[src/hw/rtl/sm3_pkg.sv]
`timescale 1ns / 1ps
// ----------------------------------------------------------------------------
// sm3_pkg: shared types and constants
// SM3 initial vector, round constants, queue item type and round helpers.
// ----------------------------------------------------------------------------
package sm3_pkg;

  localparam logic [31:0] T_LOW    = 32'h79cc4519;
  localparam logic [31:0] T_HIGH   = 32'h7a879d8a;
  localparam logic [7:0]  PAD_BYTE = 8'h80;
  localparam int          QUEUE_DEPTH = 4;

  localparam logic [255:0] IV = {
    32'h7380166f, 32'h4914b2b9, 32'h172442d7, 32'hda8a0600,
    32'ha96f30bc, 32'h163138aa, 32'he38dee4d, 32'hb0fb0e4e
  };

  typedef struct packed {
    logic [31:0] data;
    logic [2:0]  count;
    logic        last;
  } item_t;

  function automatic logic [31:0] rotl(input logic [31:0] x, input logic [4:0] n);
    logic [63:0] d;
    d = {x, x} << n;
    return d[63:32];
  endfunction

  function automatic logic [31:0] perm0(input logic [31:0] x);
    return x ^ rotl(x, 5'd9) ^ rotl(x, 5'd17);
  endfunction

  function automatic logic [31:0] perm1(input logic [31:0] x);
    return x ^ rotl(x, 5'd15) ^ rotl(x, 5'd23);
  endfunction

endpackage

[src/hw/rtl/sm3_front.sv]
`timescale 1ns / 1ps
// ----------------------------------------------------------------------------
// sm3_front: input queue
// Accepts message beats, clamps the byte count and queues them for the core.
// ----------------------------------------------------------------------------
module sm3_front #(
  parameter int DEPTH = sm3_pkg::QUEUE_DEPTH
) (
  input  logic            clk,
  input  logic            rst_n,
  input  logic            in_valid,
  output logic            in_ready,
  input  sm3_pkg::item_t  in_item,
  output logic            q_valid,
  input  logic            q_ready,
  output sm3_pkg::item_t  q_item
);
  localparam int AW = (DEPTH > 1) ? $clog2(DEPTH) : 1;

  sm3_pkg::item_t mem_r [DEPTH];
  logic [AW-1:0]  wp_r, wp_nxt, rp_r, rp_nxt;
  logic [AW:0]    cnt_r, cnt_nxt;
  logic           push, pop;
  sm3_pkg::item_t clamped;

  assign in_ready = (cnt_r != (AW+1)'(DEPTH));
  assign push = in_valid && in_ready;
  assign q_valid = cnt_r != '0;
  assign pop = q_valid && q_ready;
  assign q_item = mem_r[rp_r];

  always_comb begin
    clamped = in_item;
    if (in_item.count > 3'd4) begin
      clamped.count = 3'd4;
    end
    wp_nxt = push ? ((wp_r == AW'(DEPTH-1)) ? '0 : wp_r + 1'b1) : wp_r;
    rp_nxt = pop ? ((rp_r == AW'(DEPTH-1)) ? '0 : rp_r + 1'b1) : rp_r;
    cnt_nxt = cnt_r + (AW+1)'(push) - (AW+1)'(pop);
  end

  always_ff @(posedge clk) begin
    if (!rst_n) begin
      wp_r <= '0;
      rp_r <= '0;
      cnt_r <= '0;
    end else begin
      wp_r <= wp_nxt;
      rp_r <= rp_nxt;
      cnt_r <= cnt_nxt;
    end
    if (push) begin
      mem_r[wp_r] <= clamped;
    end
  end

  assert property (@(posedge clk) disable iff (!rst_n) cnt_r <= (AW+1)'(DEPTH))
    else $error("queue overflow");
  assert property (@(posedge clk) disable iff (!rst_n) (cnt_r == '0) |-> !q_valid)
    else $error("pop from empty queue");
  assert property (@(posedge clk) disable iff (!rst_n)
    (push && !pop) |=> cnt_r == $past(cnt_r) + 1'b1)
    else $error("count lost a push");
endmodule

[src/hw/rtl/sm3_core.sv]
`timescale 1ns / 1ps
// ----------------------------------------------------------------------------
// sm3_core: byte packer, padding, compression and digest output
// Packs one byte per cycle into the block, pausing while a block compresses,
// runs 64 rounds per full block, then drives eight digest beats through an output register.
// ----------------------------------------------------------------------------
module sm3_core (
  input  logic            clk,
  input  logic            rst_n,
  input  logic            q_valid,
  output logic            q_ready,
  input  sm3_pkg::item_t  q_item,
  output logic            out_valid,
  input  logic            out_ready,
  output logic [31:0]     out_word,
  output logic [2:0]      out_index,
  output logic            out_last
);
  localparam logic [2:0] S_IDLE = 3'd0;
  localparam logic [2:0] S_BYTE = 3'd1;
  localparam logic [2:0] S_PAD  = 3'd2;
  localparam logic [2:0] S_LEN  = 3'd3;
  localparam logic [2:0] S_COMP = 3'd4;
  localparam logic [2:0] S_OUT  = 3'd5;

  logic [2:0]   st_r, st_nxt, ret_r, ret_nxt;
  logic [31:0]  blk_r [16];
  logic [31:0]  w_r [16];
  logic [31:0]  cv_r [8];
  logic [31:0]  r_r [8];
  logic [5:0]   fill_r, fill_nxt;
  logic [63:0]  bits_r, bits_nxt, len_r, len_nxt;
  logic [6:0]   rnd_r, rnd_nxt;
  logic [2:0]   bi_r, bi_nxt;
  logic [31:0]  word_r;
  logic [2:0]   cnt_r;
  logic         last_r;
  logic [3:0]   oi_r, oi_nxt;

  logic         wr_byte, start_comp, do_round, fin_comp, load_item;
  logic [7:0]   bval;
  logic [31:0]  a12, ss1, ss2, ff, gg, tt1, tt2, tj, wj, nw;
  logic [5:0]   j6;

  assign q_ready = (st_r == S_IDLE);
  assign load_item = q_valid && q_ready;
  assign j6 = rnd_r[5:0];

  always_comb begin
    st_nxt = st_r; ret_nxt = ret_r; fill_nxt = fill_r; bits_nxt = bits_r;
    len_nxt = len_r; rnd_nxt = rnd_r; bi_nxt = bi_r; oi_nxt = oi_r;
    wr_byte = 1'b0; start_comp = 1'b0; do_round = 1'b0; fin_comp = 1'b0;
    bval = 8'h00;
    case (st_r)
      S_IDLE: begin
        if (load_item) begin
          bi_nxt = '0;
          st_nxt = S_BYTE;
        end
      end
      S_BYTE: begin
        if (bi_r < cnt_r) begin
          wr_byte = 1'b1;
          bval = word_r[31 - 8*bi_r -: 8];
          bits_nxt = bits_r + 64'd8;
          bi_nxt = bi_r + 3'd1;
        end else if (last_r) begin
          wr_byte = 1'b1;
          bval = sm3_pkg::PAD_BYTE;
          len_nxt = bits_r;
          st_nxt = S_PAD;
        end else begin
          st_nxt = S_IDLE;
        end
      end
      S_PAD: begin
        if (fill_r == 6'd56) begin
          bi_nxt = '0;
          st_nxt = S_LEN;
        end else begin
          wr_byte = 1'b1;
        end
      end
      S_LEN: begin
        wr_byte = 1'b1;
        bval = len_r[63 - 8*bi_r -: 8];
        bi_nxt = bi_r + 3'd1;
        if (bi_r == 3'd7) begin
          oi_nxt = '0;
          st_nxt = S_OUT;
        end
      end
      S_COMP: begin
        do_round = 1'b1;
        rnd_nxt = rnd_r + 7'd1;
        if (rnd_r == 7'd63) begin
          fin_comp = 1'b1;
          st_nxt = ret_r;
        end
      end
      S_OUT: begin
        if (!out_valid || out_ready) begin
          oi_nxt = oi_r + 4'd1;
          if (oi_r == 4'd8) begin
            fill_nxt = '0;
            bits_nxt = '0;
            st_nxt = S_IDLE;
          end
        end
      end
      default: st_nxt = S_IDLE;
    endcase
    if (wr_byte) begin
      fill_nxt = fill_r + 6'd1;
      if (fill_r == 6'd63) begin
        start_comp = 1'b1;
        rnd_nxt = '0;
        ret_nxt = st_nxt;
        st_nxt = S_COMP;
      end
    end
  end

  always_comb begin
    tj = (j6 < 6'd16) ? sm3_pkg::T_LOW : sm3_pkg::T_HIGH;
    wj = w_r[j6[3:0]];
    a12 = sm3_pkg::rotl(r_r[0], 5'd12);
    ss1 = sm3_pkg::rotl(a12 + r_r[4] + sm3_pkg::rotl(tj, j6[4:0]), 5'd7);
    ss2 = ss1 ^ a12;
    if (j6 < 6'd16) begin
      ff = r_r[0] ^ r_r[1] ^ r_r[2];
      gg = r_r[4] ^ r_r[5] ^ r_r[6];
    end else begin
      ff = (r_r[0] & r_r[1]) | (r_r[0] & r_r[2]) | (r_r[1] & r_r[2]);
      gg = (r_r[4] & r_r[5]) | (~r_r[4] & r_r[6]);
    end
    tt1 = ff + r_r[3] + ss2 + (wj ^ w_r[4'(j6[3:0] + 4'd4)]);
    tt2 = gg + r_r[7] + ss1 + wj;
    nw = sm3_pkg::perm1(wj ^ w_r[4'(j6[3:0] + 4'd7)]
                        ^ sm3_pkg::rotl(w_r[4'(j6[3:0] + 4'd13)], 5'd15))
         ^ sm3_pkg::rotl(w_r[4'(j6[3:0] + 4'd3)], 5'd7) ^ w_r[4'(j6[3:0] + 4'd10)];
  end

  always_ff @(posedge clk) begin
    if (!rst_n) begin
      st_r <= S_IDLE; ret_r <= S_IDLE; fill_r <= '0; bits_r <= '0;
      rnd_r <= '0; bi_r <= '0; oi_r <= '0; out_valid <= 1'b0;
      for (int k = 0; k < 8; k++) cv_r[k] <= sm3_pkg::IV[255 - 32*k -: 32];
    end else begin
      st_r <= st_nxt; ret_r <= ret_nxt; fill_r <= fill_nxt; bits_r <= bits_nxt;
      rnd_r <= rnd_nxt; bi_r <= bi_nxt; oi_r <= oi_nxt;
      if (fin_comp) begin
        for (int k = 0; k < 8; k++) cv_r[k] <= cv_r[k] ^ (k == 0 ? tt1 :
          k == 1 ? r_r[0] : k == 2 ? sm3_pkg::rotl(r_r[1], 5'd9) : k == 3 ? r_r[2] :
          k == 4 ? sm3_pkg::perm0(tt2) : k == 5 ? r_r[4] :
          k == 6 ? sm3_pkg::rotl(r_r[5], 5'd19) : r_r[6]);
      end
      if (st_r == S_OUT && (!out_valid || out_ready)) begin
        out_valid <= (oi_r != 4'd8);
        if (oi_r == 4'd8) begin
          for (int k = 0; k < 8; k++) cv_r[k] <= sm3_pkg::IV[255 - 32*k -: 32];
        end
      end else if (out_ready) begin
        out_valid <= 1'b0;
      end
    end
    len_r <= len_nxt;
    if (load_item) begin
      word_r <= q_item.data; cnt_r <= q_item.count; last_r <= q_item.last;
    end
    if (wr_byte) begin
      blk_r[fill_r[5:2]][31 - 8*fill_r[1:0] -: 8] <= bval;
    end
    if (st_r == S_OUT && (!out_valid || out_ready) && oi_r != 4'd8) begin
      out_word <= cv_r[oi_r[2:0]];
      out_index <= oi_r[2:0];
      out_last <= (oi_r == 4'd7);
    end
    if (start_comp) begin
      for (int k = 0; k < 16; k++) w_r[k] <= blk_r[k];
      w_r[15][7:0] <= bval;
      for (int k = 0; k < 8; k++) r_r[k] <= cv_r[k];
    end else if (do_round) begin
      w_r[j6[3:0]] <= nw;
      r_r[3] <= r_r[2]; r_r[2] <= sm3_pkg::rotl(r_r[1], 5'd9);
      r_r[1] <= r_r[0]; r_r[0] <= tt1;
      r_r[7] <= r_r[6]; r_r[6] <= sm3_pkg::rotl(r_r[5], 5'd19);
      r_r[5] <= r_r[4]; r_r[4] <= sm3_pkg::perm0(tt2);
    end
  end

  assert property (@(posedge clk) disable iff (!rst_n) (st_r == S_COMP) |-> rnd_r < 7'd64)
    else $error("round counter overrun");
  assert property (@(posedge clk) disable iff (!rst_n) out_valid |-> st_r == S_OUT ||
    st_r == S_IDLE || st_r == S_BYTE) else $error("digest beat outside output phase");
  assert property (@(posedge clk) disable iff (!rst_n) start_comp |-> fill_r == 6'd63)
    else $error("compression on partial block");
endmodule

[src/hw/rtl/sm3_hash_engine_top.sv]
`timescale 1ns / 1ps
// ----------------------------------------------------------------------------
// sm3_hash_engine_top: SM3 hash engine
// Channel | dir | tdata (low bit up)        | tuser / tlast
// in_     | in  | data_word[31:0],byte_count | tlast = last_word
// out_    | out | digest_word[31:0],word_idx | tlast = digest_last
// An input beat is loaded from the queue, its valid bytes are packed in order and
// the core returns to idle; each full 64-byte block passes through the single-round
// compression loop. A last beat then packs the pad and length bytes, runs one or
// two compressions and sends eight digest beats, waiting on output stalls, before
// the core returns to idle.
// A four-entry queue lets input beats arrive while the core is busy.
// Synchronous active-low reset restores the initial vector; no clearing pass.
// ----------------------------------------------------------------------------
module sm3_hash_engine_top #(
  parameter int QUEUE_DEPTH = sm3_pkg::QUEUE_DEPTH
) (
  input  logic        clk,
  input  logic        rst_n,
  input  logic        in_tvalid,
  output logic        in_tready,
  input  logic [39:0] in_tdata,   // data_word[31:0], byte_count[34:32], zeros
  input  logic        in_tlast,
  output logic        out_tvalid,
  input  logic        out_tready,
  output logic [39:0] out_tdata,  // digest_word[31:0], word_index[34:32], zeros
  output logic        out_tlast
);
  sm3_pkg::item_t in_item, q_item;
  logic           q_valid, q_ready;
  logic [31:0]    dw;
  logic [2:0]     di;

  assign in_item.data = in_tdata[31:0];
  assign in_item.count = in_tdata[34:32];
  assign in_item.last = in_tlast;

  sm3_front #(.DEPTH(QUEUE_DEPTH)) u_front (
    .clk, .rst_n, .in_valid(in_tvalid), .in_ready(in_tready), .in_item,
    .q_valid, .q_ready, .q_item
  );

  sm3_core u_core (
    .clk, .rst_n, .q_valid, .q_ready, .q_item,
    .out_valid(out_tvalid), .out_ready(out_tready),
    .out_word(dw), .out_index(di), .out_last(out_tlast)
  );

  assign out_tdata = {5'd0, di, dw};
endmodule
[config.mk]
export PLATFORM = sky130hd
export DESIGN_NAME = sm3_hash_engine_top
export DESIGN_NICKNAME = d
export VERILOG_FILES = /design/src/hw/rtl/sm3_pkg.sv /design/src/hw/rtl/sm3_front.sv /design/src/hw/rtl/sm3_core.sv /design/src/hw/rtl/sm3_hash_engine_top.sv
export SDC_FILE = /design/constraint.sdc
export NUM_CORES = 2
export LEC_CHECK = 0
export ABC_AREA = 0
export BUFFER_PORTS_ARGS = -buffer_cell sky130_fd_sc_hd__buf_2
export CORE_ASPECT_RATIO = 1.25
export CORE_UTILIZATION = 57
export CTS_CLUSTER_SIZE = 14
export DETAILED_ROUTE_END_ITERATION = 10
export PLACE_DENSITY = 0.77
export SYNTH_ARGS = -nofsm -noshare
export SYNTH_HDL_FRONTEND = slang
export SYNTH_HIERARCHICAL = 1
export SYNTH_SLANG_ARGS = --single-unit
[constraint.sdc]
create_clock -name clk -period 11.49 [get_ports clk]
set_clock_uncertainty 0.15 [all_clocks]
set_input_delay 2.298 -clock clk [delete_from_list [all_inputs] [get_ports clk]]
set_output_delay 2.298 -clock clk [all_outputs]
set_load 0.01 [all_outputs]
=== Word-level counts from Yosys, hierarchy flattened ===
Memories as Yosys holds them, arrays and structs flattened. A register that Yosys moved wholly into a read port is not among the register bits.
Index checks and enable logic that the tools add are counted.

* $add $sub $neg: 26
* $lt $le $gt $ge: 3
* Equal/unequal tests: 21
* Shift-type cells: 5
* Mux-type cells: 95
* Bitwise operators: 57
* Reduce and logical (&&, ||, !) cells: 22

{| class="wikitable"
|+ Operators with widths
! cell !! count
|-
| $mux 32 || 28
|-
| $xor 32x32->32 || 22
|-
| $add 32x32->32 || 8
|-
| $mux 64 || 3
|-
| $and 32x32->32 || 5
|-
| $pmux 64 s2 || 1
|-
| $or 32x32->32 || 3
|-
| $shiftx 71x33->8 || 1
|-
| $add 64x4->64 const B || 1
|-
| $shl 64x5->64 || 1
|-
| $mux 3 || 13
|-
| $shift 8x34->39 const A || 1
|-
| $shiftx 39x33->8 || 1
|-
| $shiftx 8x34->39 || 1
|-
| $neg 32->34 || 1
|-
| $not 32->32 || 1
|-
| $reduce_or 32->1 || 1
|-
| $mux 1 || 27
|-
| $mux 26 || 1
|-
| $or 1x1->1 || 25
|-
| $mux 6 || 4
|-
| $mux 8 || 3
|-
| $mux 7 || 3
|-
| $pmux 3 s6 || 1
|-
| 45 further kinds || 73
|}

* Bits in registers: 166
* Bits in writable memories: 1680
* Input port bits: 45
* Word-level logic and storage cells: 248
* Memories kept: 5

{| class="wikitable"
|+ Memories
! memory !! depth !! width !! rd ports !! clocked after Yosys merged registers in !! write ports !! RTL line !! RTL
|-
| u_core.blk_r || 16 || 32 || 16 || 0 || 1 || sm3_core.sv:27 || <nowiki>logic [31:0] blk_r [16];</nowiki>
|-
| u_core.w_r || 16 || 32 || 6 || 1 || 16 || sm3_core.sv:28 || <nowiki>logic [31:0] w_r [16];</nowiki>
|-
| u_core.cv_r || 8 || 32 || 9 || 1 || 8 || sm3_core.sv:29 || <nowiki>logic [31:0] cv_r [8];</nowiki>
|-
| u_core.r_r || 8 || 32 || 8 || 0 || 8 || sm3_core.sv:30 || <nowiki>logic [31:0] r_r [8];</nowiki>
|-
| u_front.mem_r || 4 || 36 || 1 || 1 || 1 || sm3_front.sv:20 || <nowiki>sm3_pkg::item_t mem_r [DEPTH];</nowiki>
|}

=== Logic depth before layout (Yosys ltp) ===
An unclocked memory read counts as a cell.

* Depth in word-level cells: 13
* Depth in mapped cells: 44

=== Cells and area by module ===
The synthesis kept the hierarchy.

{| class="wikitable"
|+ By module, submodules not included
! module !! instances !! cells an instance !! area each (sq um) !! seq. area each (sq um)
|-
| sm3_core || 1 || 7409 || 102100.4 || 50358.3
|-
| sm3_front || 1 || 243 || 5696.7 || 4504.3
|-
| sm3_hash_engine_top || 1 || 6 || 41.3 || 0.0
|}

=== Least setup slack after synthesis ===
No wires, ideal clock.

* Kind: register to register
* From: register u_core.rnd_r[4]
* To: memory u_core.cv_r[4][6]
* Setup time: 70 ps
* Arrival: 9739 ps
* Data required time: 11270 ps
* Path slack: 1531 ps
* Cell stages (with the launch flop): 42
* Buffers on the path: 5
* Period minus slack after synthesis: 9959 ps
* Cell sequence: dfxtp_1 -> clkbuf_1 -> nor2_1 -> inv_2 -> clkbuf_1 -> buf_1 -> buf_1 -> ha_1 -> clkbuf_1 -> nor2_1 -> o31ai_1 -> nor2_1 -> a21oi_1 -> mux2_2 -> fa_1 -> ha_1 -> fa_1 -> a211oi_1 -> [6 not listed] -> a21oi_1 -> xor2_1 -> fa_1 -> fa_1 -> inv_1 -> ha_1 -> inv_1 -> fa_1 -> nor2b_1 -> o31ai_1 -> a211o_1 -> a211oi_2 -> a31oi_1 -> o211a_1 -> o311ai_1 -> xor2_1 -> or3_1 -> a21oi_1

{| class="wikitable"
|+ RTL lines
! what !! RTL line !! RTL
|-
| start: declaration || sm3_core.sv:33 || <nowiki>logic [6:0] rnd_r, rnd_nxt;</nowiki>
|-
| start signal: assignment || sm3_core.sv:151 || <nowiki>rnd_r <= rnd_nxt; bi_r <= bi_nxt; oi_r <= oi_nxt;</nowiki>
|-
| end: declaration || sm3_core.sv:29 ||
|}

==> metrics.md <==
| Metric | Value |
|---|---|
| Status | `finished with violations` |
| Failing checks | `capacitance limit, slew limit` |
| Ys async rst share | `0%` |
| Min Clock Period, post-route | `between 10 and 15 ns` |
| Synth top area cells | `edfxtp_1 (47%), mux4_2 (17%), mux2_2 (5.6%)` |
| Worst slew pin tran | `1.529 ns` |
| CP peak stage delay | `between 0.6 and 0.7 ns` |
| CTS buffer count | `188` |
| DRC viols | `0` |
| Reg2Reg Depth | `34` |
| Post-synth top area cell | `edfxtp_1` |
| # clock sinks | `1902` |
| Syn Inst Count | `7658` |
| Clk_lat worst skew | `0.92 ns` |
| Core footprint | `0.1880 sq mm` |
| Initial DRC count | `between 10000 and 15000` |
| Routed vias/inst | `6.987` |
| Postcts setup bufs | `0` |
| Antenna viol nets, final | `0` |
| Crit path max-delay family | `compound AO/OA/AOI/OAI gates` |
| Final hold vios | `0` |
| CP max stage cell | `or4b_2` |
| Fmax | `between 90 and 100 MHz` |
| Number of buffers inserted by port buffering | `77` |
| Met1 Use GR | `a little over two fifths` |
| Die H | `488.3 um` |
| Synth Flop Type | `edfxtp_1` |
| Commonest non-fill, non-tap cell in the layout | `edfxtp_1` |
| Hold Path Origin | `u_core/bits_r[47]$_SDFFE_PN0P_` |
| Cell mode on critical path | `fa_1` |
| FF+latch area | `0.05489 sq mm` |
| Starting Density | `57.37%` |
| Critical path buffer and inverter count | `3` |
| Rel. slew slack | `-2.320%` |
| CP arrival | `11.08 ns` |
| Cells on Worst Hold Path | `0` |
| Number of synthesized flops with an enable pin | `between 1500 and 2000` |
| Grt total ovfl | `0` |
| Initial antenna violation count | `13` |
| Maxcap violations | `1` |
| Worst ir drop on vdd | `~0.17 mV` |
| Setup TNS Final | `0 ns` |
| Post-Syn Area | `0.1078 sq mm` |
| Avg Cell Area, Syn | `between 10 and 15 sq um` |
| GR met2 Demand/Resource | `56.87%` |
| Clock Tree Root | `clkbuf_16` |
| Htree depth | `4` |
| First-pass GRT wire length | `approximately 500000 um` |
| Combinational power share | `~6.4%` |
| DIE AREA | `0.1909 sq mm` |
| Fin. max-slew vios | `9` |
| GRT Total Usage | `37.34%` |
| Startpoint types | `flip-flop` |
| Pin count of the biggest net entering global routing | `186` |
| Cts-stage hold buffer count | `0` |
| Setup violators final | `0` |
| Share of cells above drive strength 1 | `26.53%` |
| Type of the most critical hold path | `flip-flop to flip-flop` |
| Synth top area share | `46.70%` |
| Reg2reg start | `u_core/rnd_r[5]$_SDFF_PN0_` |
| Ys Warns | `6` |
| Crit end category | `flip-flop` |
| Required @ worst endpoint | `11.92 ns` |
| Wirelength per Cell | `34.51 um` |
| Multi-input logic area | `around 0.05 sq mm` |
| Static leakage | `40.80 nW` |
| Final cycle utilization of the critical path | `between 90 and 100%` |
| TritonCTS clock tree | `done` |
| Hold Crit Endpoint | `u_core/len_r[47]$_DFFE_PP_` |
| Pre-antenna DRT Iters | `9` |
| Clock power frac | `41.2%` |
| Worst R2R Setup Slack | `0.84 ns` |
| Gr busiest metal | `met2` |
| Final hold slack | `approximately 0.32 ns` |
| CP Max Fanout | `29` |
| Row Count | `178` |
| Overall Power | `15.07 mW` |
| Switch share | `23.84%` |
| Most frequent cells in the layout | `edfxtp_1 (1677), nand2_1 (910), mux4_2 (826)` |
| Net Sw Power | `3.592 mW` |
| Total I/O pin count | `roughly 90` |
| Final HPWL DP | `between 200000 and 250000 um` |
| CTS max path bufs | `3` |
| Vias in the first global route | `69180` |
| CTS clk-pin slew, worst paths | `0.06 ns` |
| P&R area growth vs syn | `8.557%` |
| Nets@finish | `7983` |
| Total internal power | `11.48 mW` |
| RSZ-0062 raised after global routing | `false` |
| Sequential share of power | `52.3%` |
| Grt met3 use | `10.56%` |
| Yosys reg bits | `~1900` |
| Via count | `just over 70000` |
| Power density cells | `128.7 mW/mm^2` |
| R2R Path End | `u_core/cv_r[0][30]$_SDFFCE_PN1P_` |
| Area post-placement | `0.1109 sq mm` |
| FILL cells | `13620` |
| Finished Cell Area | `0.1171 sq mm` |
| Gpl congestion | `1.017` |
| Count of cell types in the netlist | `between 90 and 100` |
| Post-CTS Resized | `0` |
| Sequential area share after synthesis | `50.87%` |
| Routed WL | `355700 um` |
| DIE WIDTH | `~390 um` |
| Crit Path Class | `flip-flop to flip-flop` |
layout make-up:
cell class | instances | share of cell area, %
Antenna cell | 13 | 0.02779
Timing Repair Buffer | 237 | 1.409
Clock inverter | 106 | 1.017
Tap cell | 2520 | 2.693
Sequential cell | 1902 | 46.89
Inverter | 355 | 1.148
Multi-Input combinational cell | 4937 | 42.56
Clock buffer | 238 | 4.256
cells by family (layout without fill, tap and decap cells):
group	after synthesis	after routing	share of synthesized area (%)
adder cells (fa/ha/maj)	317	317	4.994
buffers and inverters	823	936	3.355
multiplexers	1422	1422	23.40
XOR/XNOR	647	647	6.011
AND/OR/NAND/NOR	1727	1727	6.839
flip-flops	1902	1902	50.87
AO/OA/AOI/OAI	819	819	4.519
other	1	18	0.003477
synth_stat cells, drive strengths merged, types with 213 or more instances:
master / instances
dfxtp: 225
nand2: 931
edfxtp: 1677
buf: 215
clkbuf: 253
a21oi: 219
xor2: 213
o21ai: 318
xnor2: 423
nor2: 396
mux2: 535
mux4: 826
inv: 354
registers in the layout (all words and copies together), names as in the netlist, 32 cells and up, named ones only:
| name | flops |
|---|---|
| u_core/w_r | 512 |
| u_core/out_word | 32 |
| u_core/r_r | 256 |
| u_core/cv_r | 256 |
| u_core/bits_r | 61 |
| u_core/word_r | 32 |
| u_core/len_r | 61 |
| u_front/mem_r | 144 |
| u_core/blk_r | 504 |
power groups by stage:
stage	combinational, mW	clock (mW)	sequential (mW)
after floorplan	0.570	0	7.99
after global placement	0.914	0	8.01
after detailed placement	0.934	0	8.03
after CTS	0.941	6.24	7.89
after global routing	1.01	6.50	7.90
final	0.967	6.21	7.89
metrics by stage:
stage	std cells	setup slack, ns	utilization (%)
floorplan	7662	1.531	-
global placement	9951	1.055	58.98
detailed placement	9951	1.085	58.98
CTS	10300	0.9851	62.26
global route	10300	0.3448	62.26
finish	10310	0.8394	62.28
worst max path at each step:
stage | start | to | slack [ns] | cells past startpoint
floorplan | u_core/rnd_r[4]$_SDFF_PN0_ | u_core/cv_r[4][6]$_SDFFE_PP0P_ | 1.53 | 41
global placement | u_core/rnd_r[5]$_SDFF_PN0_ | u_core/cv_r[0][30]$_SDFFCE_PN1P_ | 1.06 | 34
detailed placement | u_core/rnd_r[5]$_SDFF_PN0_ | u_core/cv_r[0][31]$_SDFFCE_PN0P_ | 1.09 | 34
CTS | u_core/rnd_r[5]$_SDFF_PN0_ | u_core/cv_r[0][31]$_SDFFCE_PN0P_ | 0.99 | 34
global route | u_core/rnd_r[0]$_SDFF_PN0_ | u_core/cv_r[0][31]$_SDFFCE_PN0P_ | 0.34 | 35
finish | u_core/rnd_r[5]$_SDFF_PN0_ | u_core/cv_r[0][30]$_SDFFCE_PN1P_ | 0.84 | 34
routing by layer:
metal	wire, um	part of all wire [%]
met5	72	0.020
met4	36870	10
met3	46340	13
met2	161200	45
met1	111300	31
No activity file was read; power rests on OpenSTA's default activity.
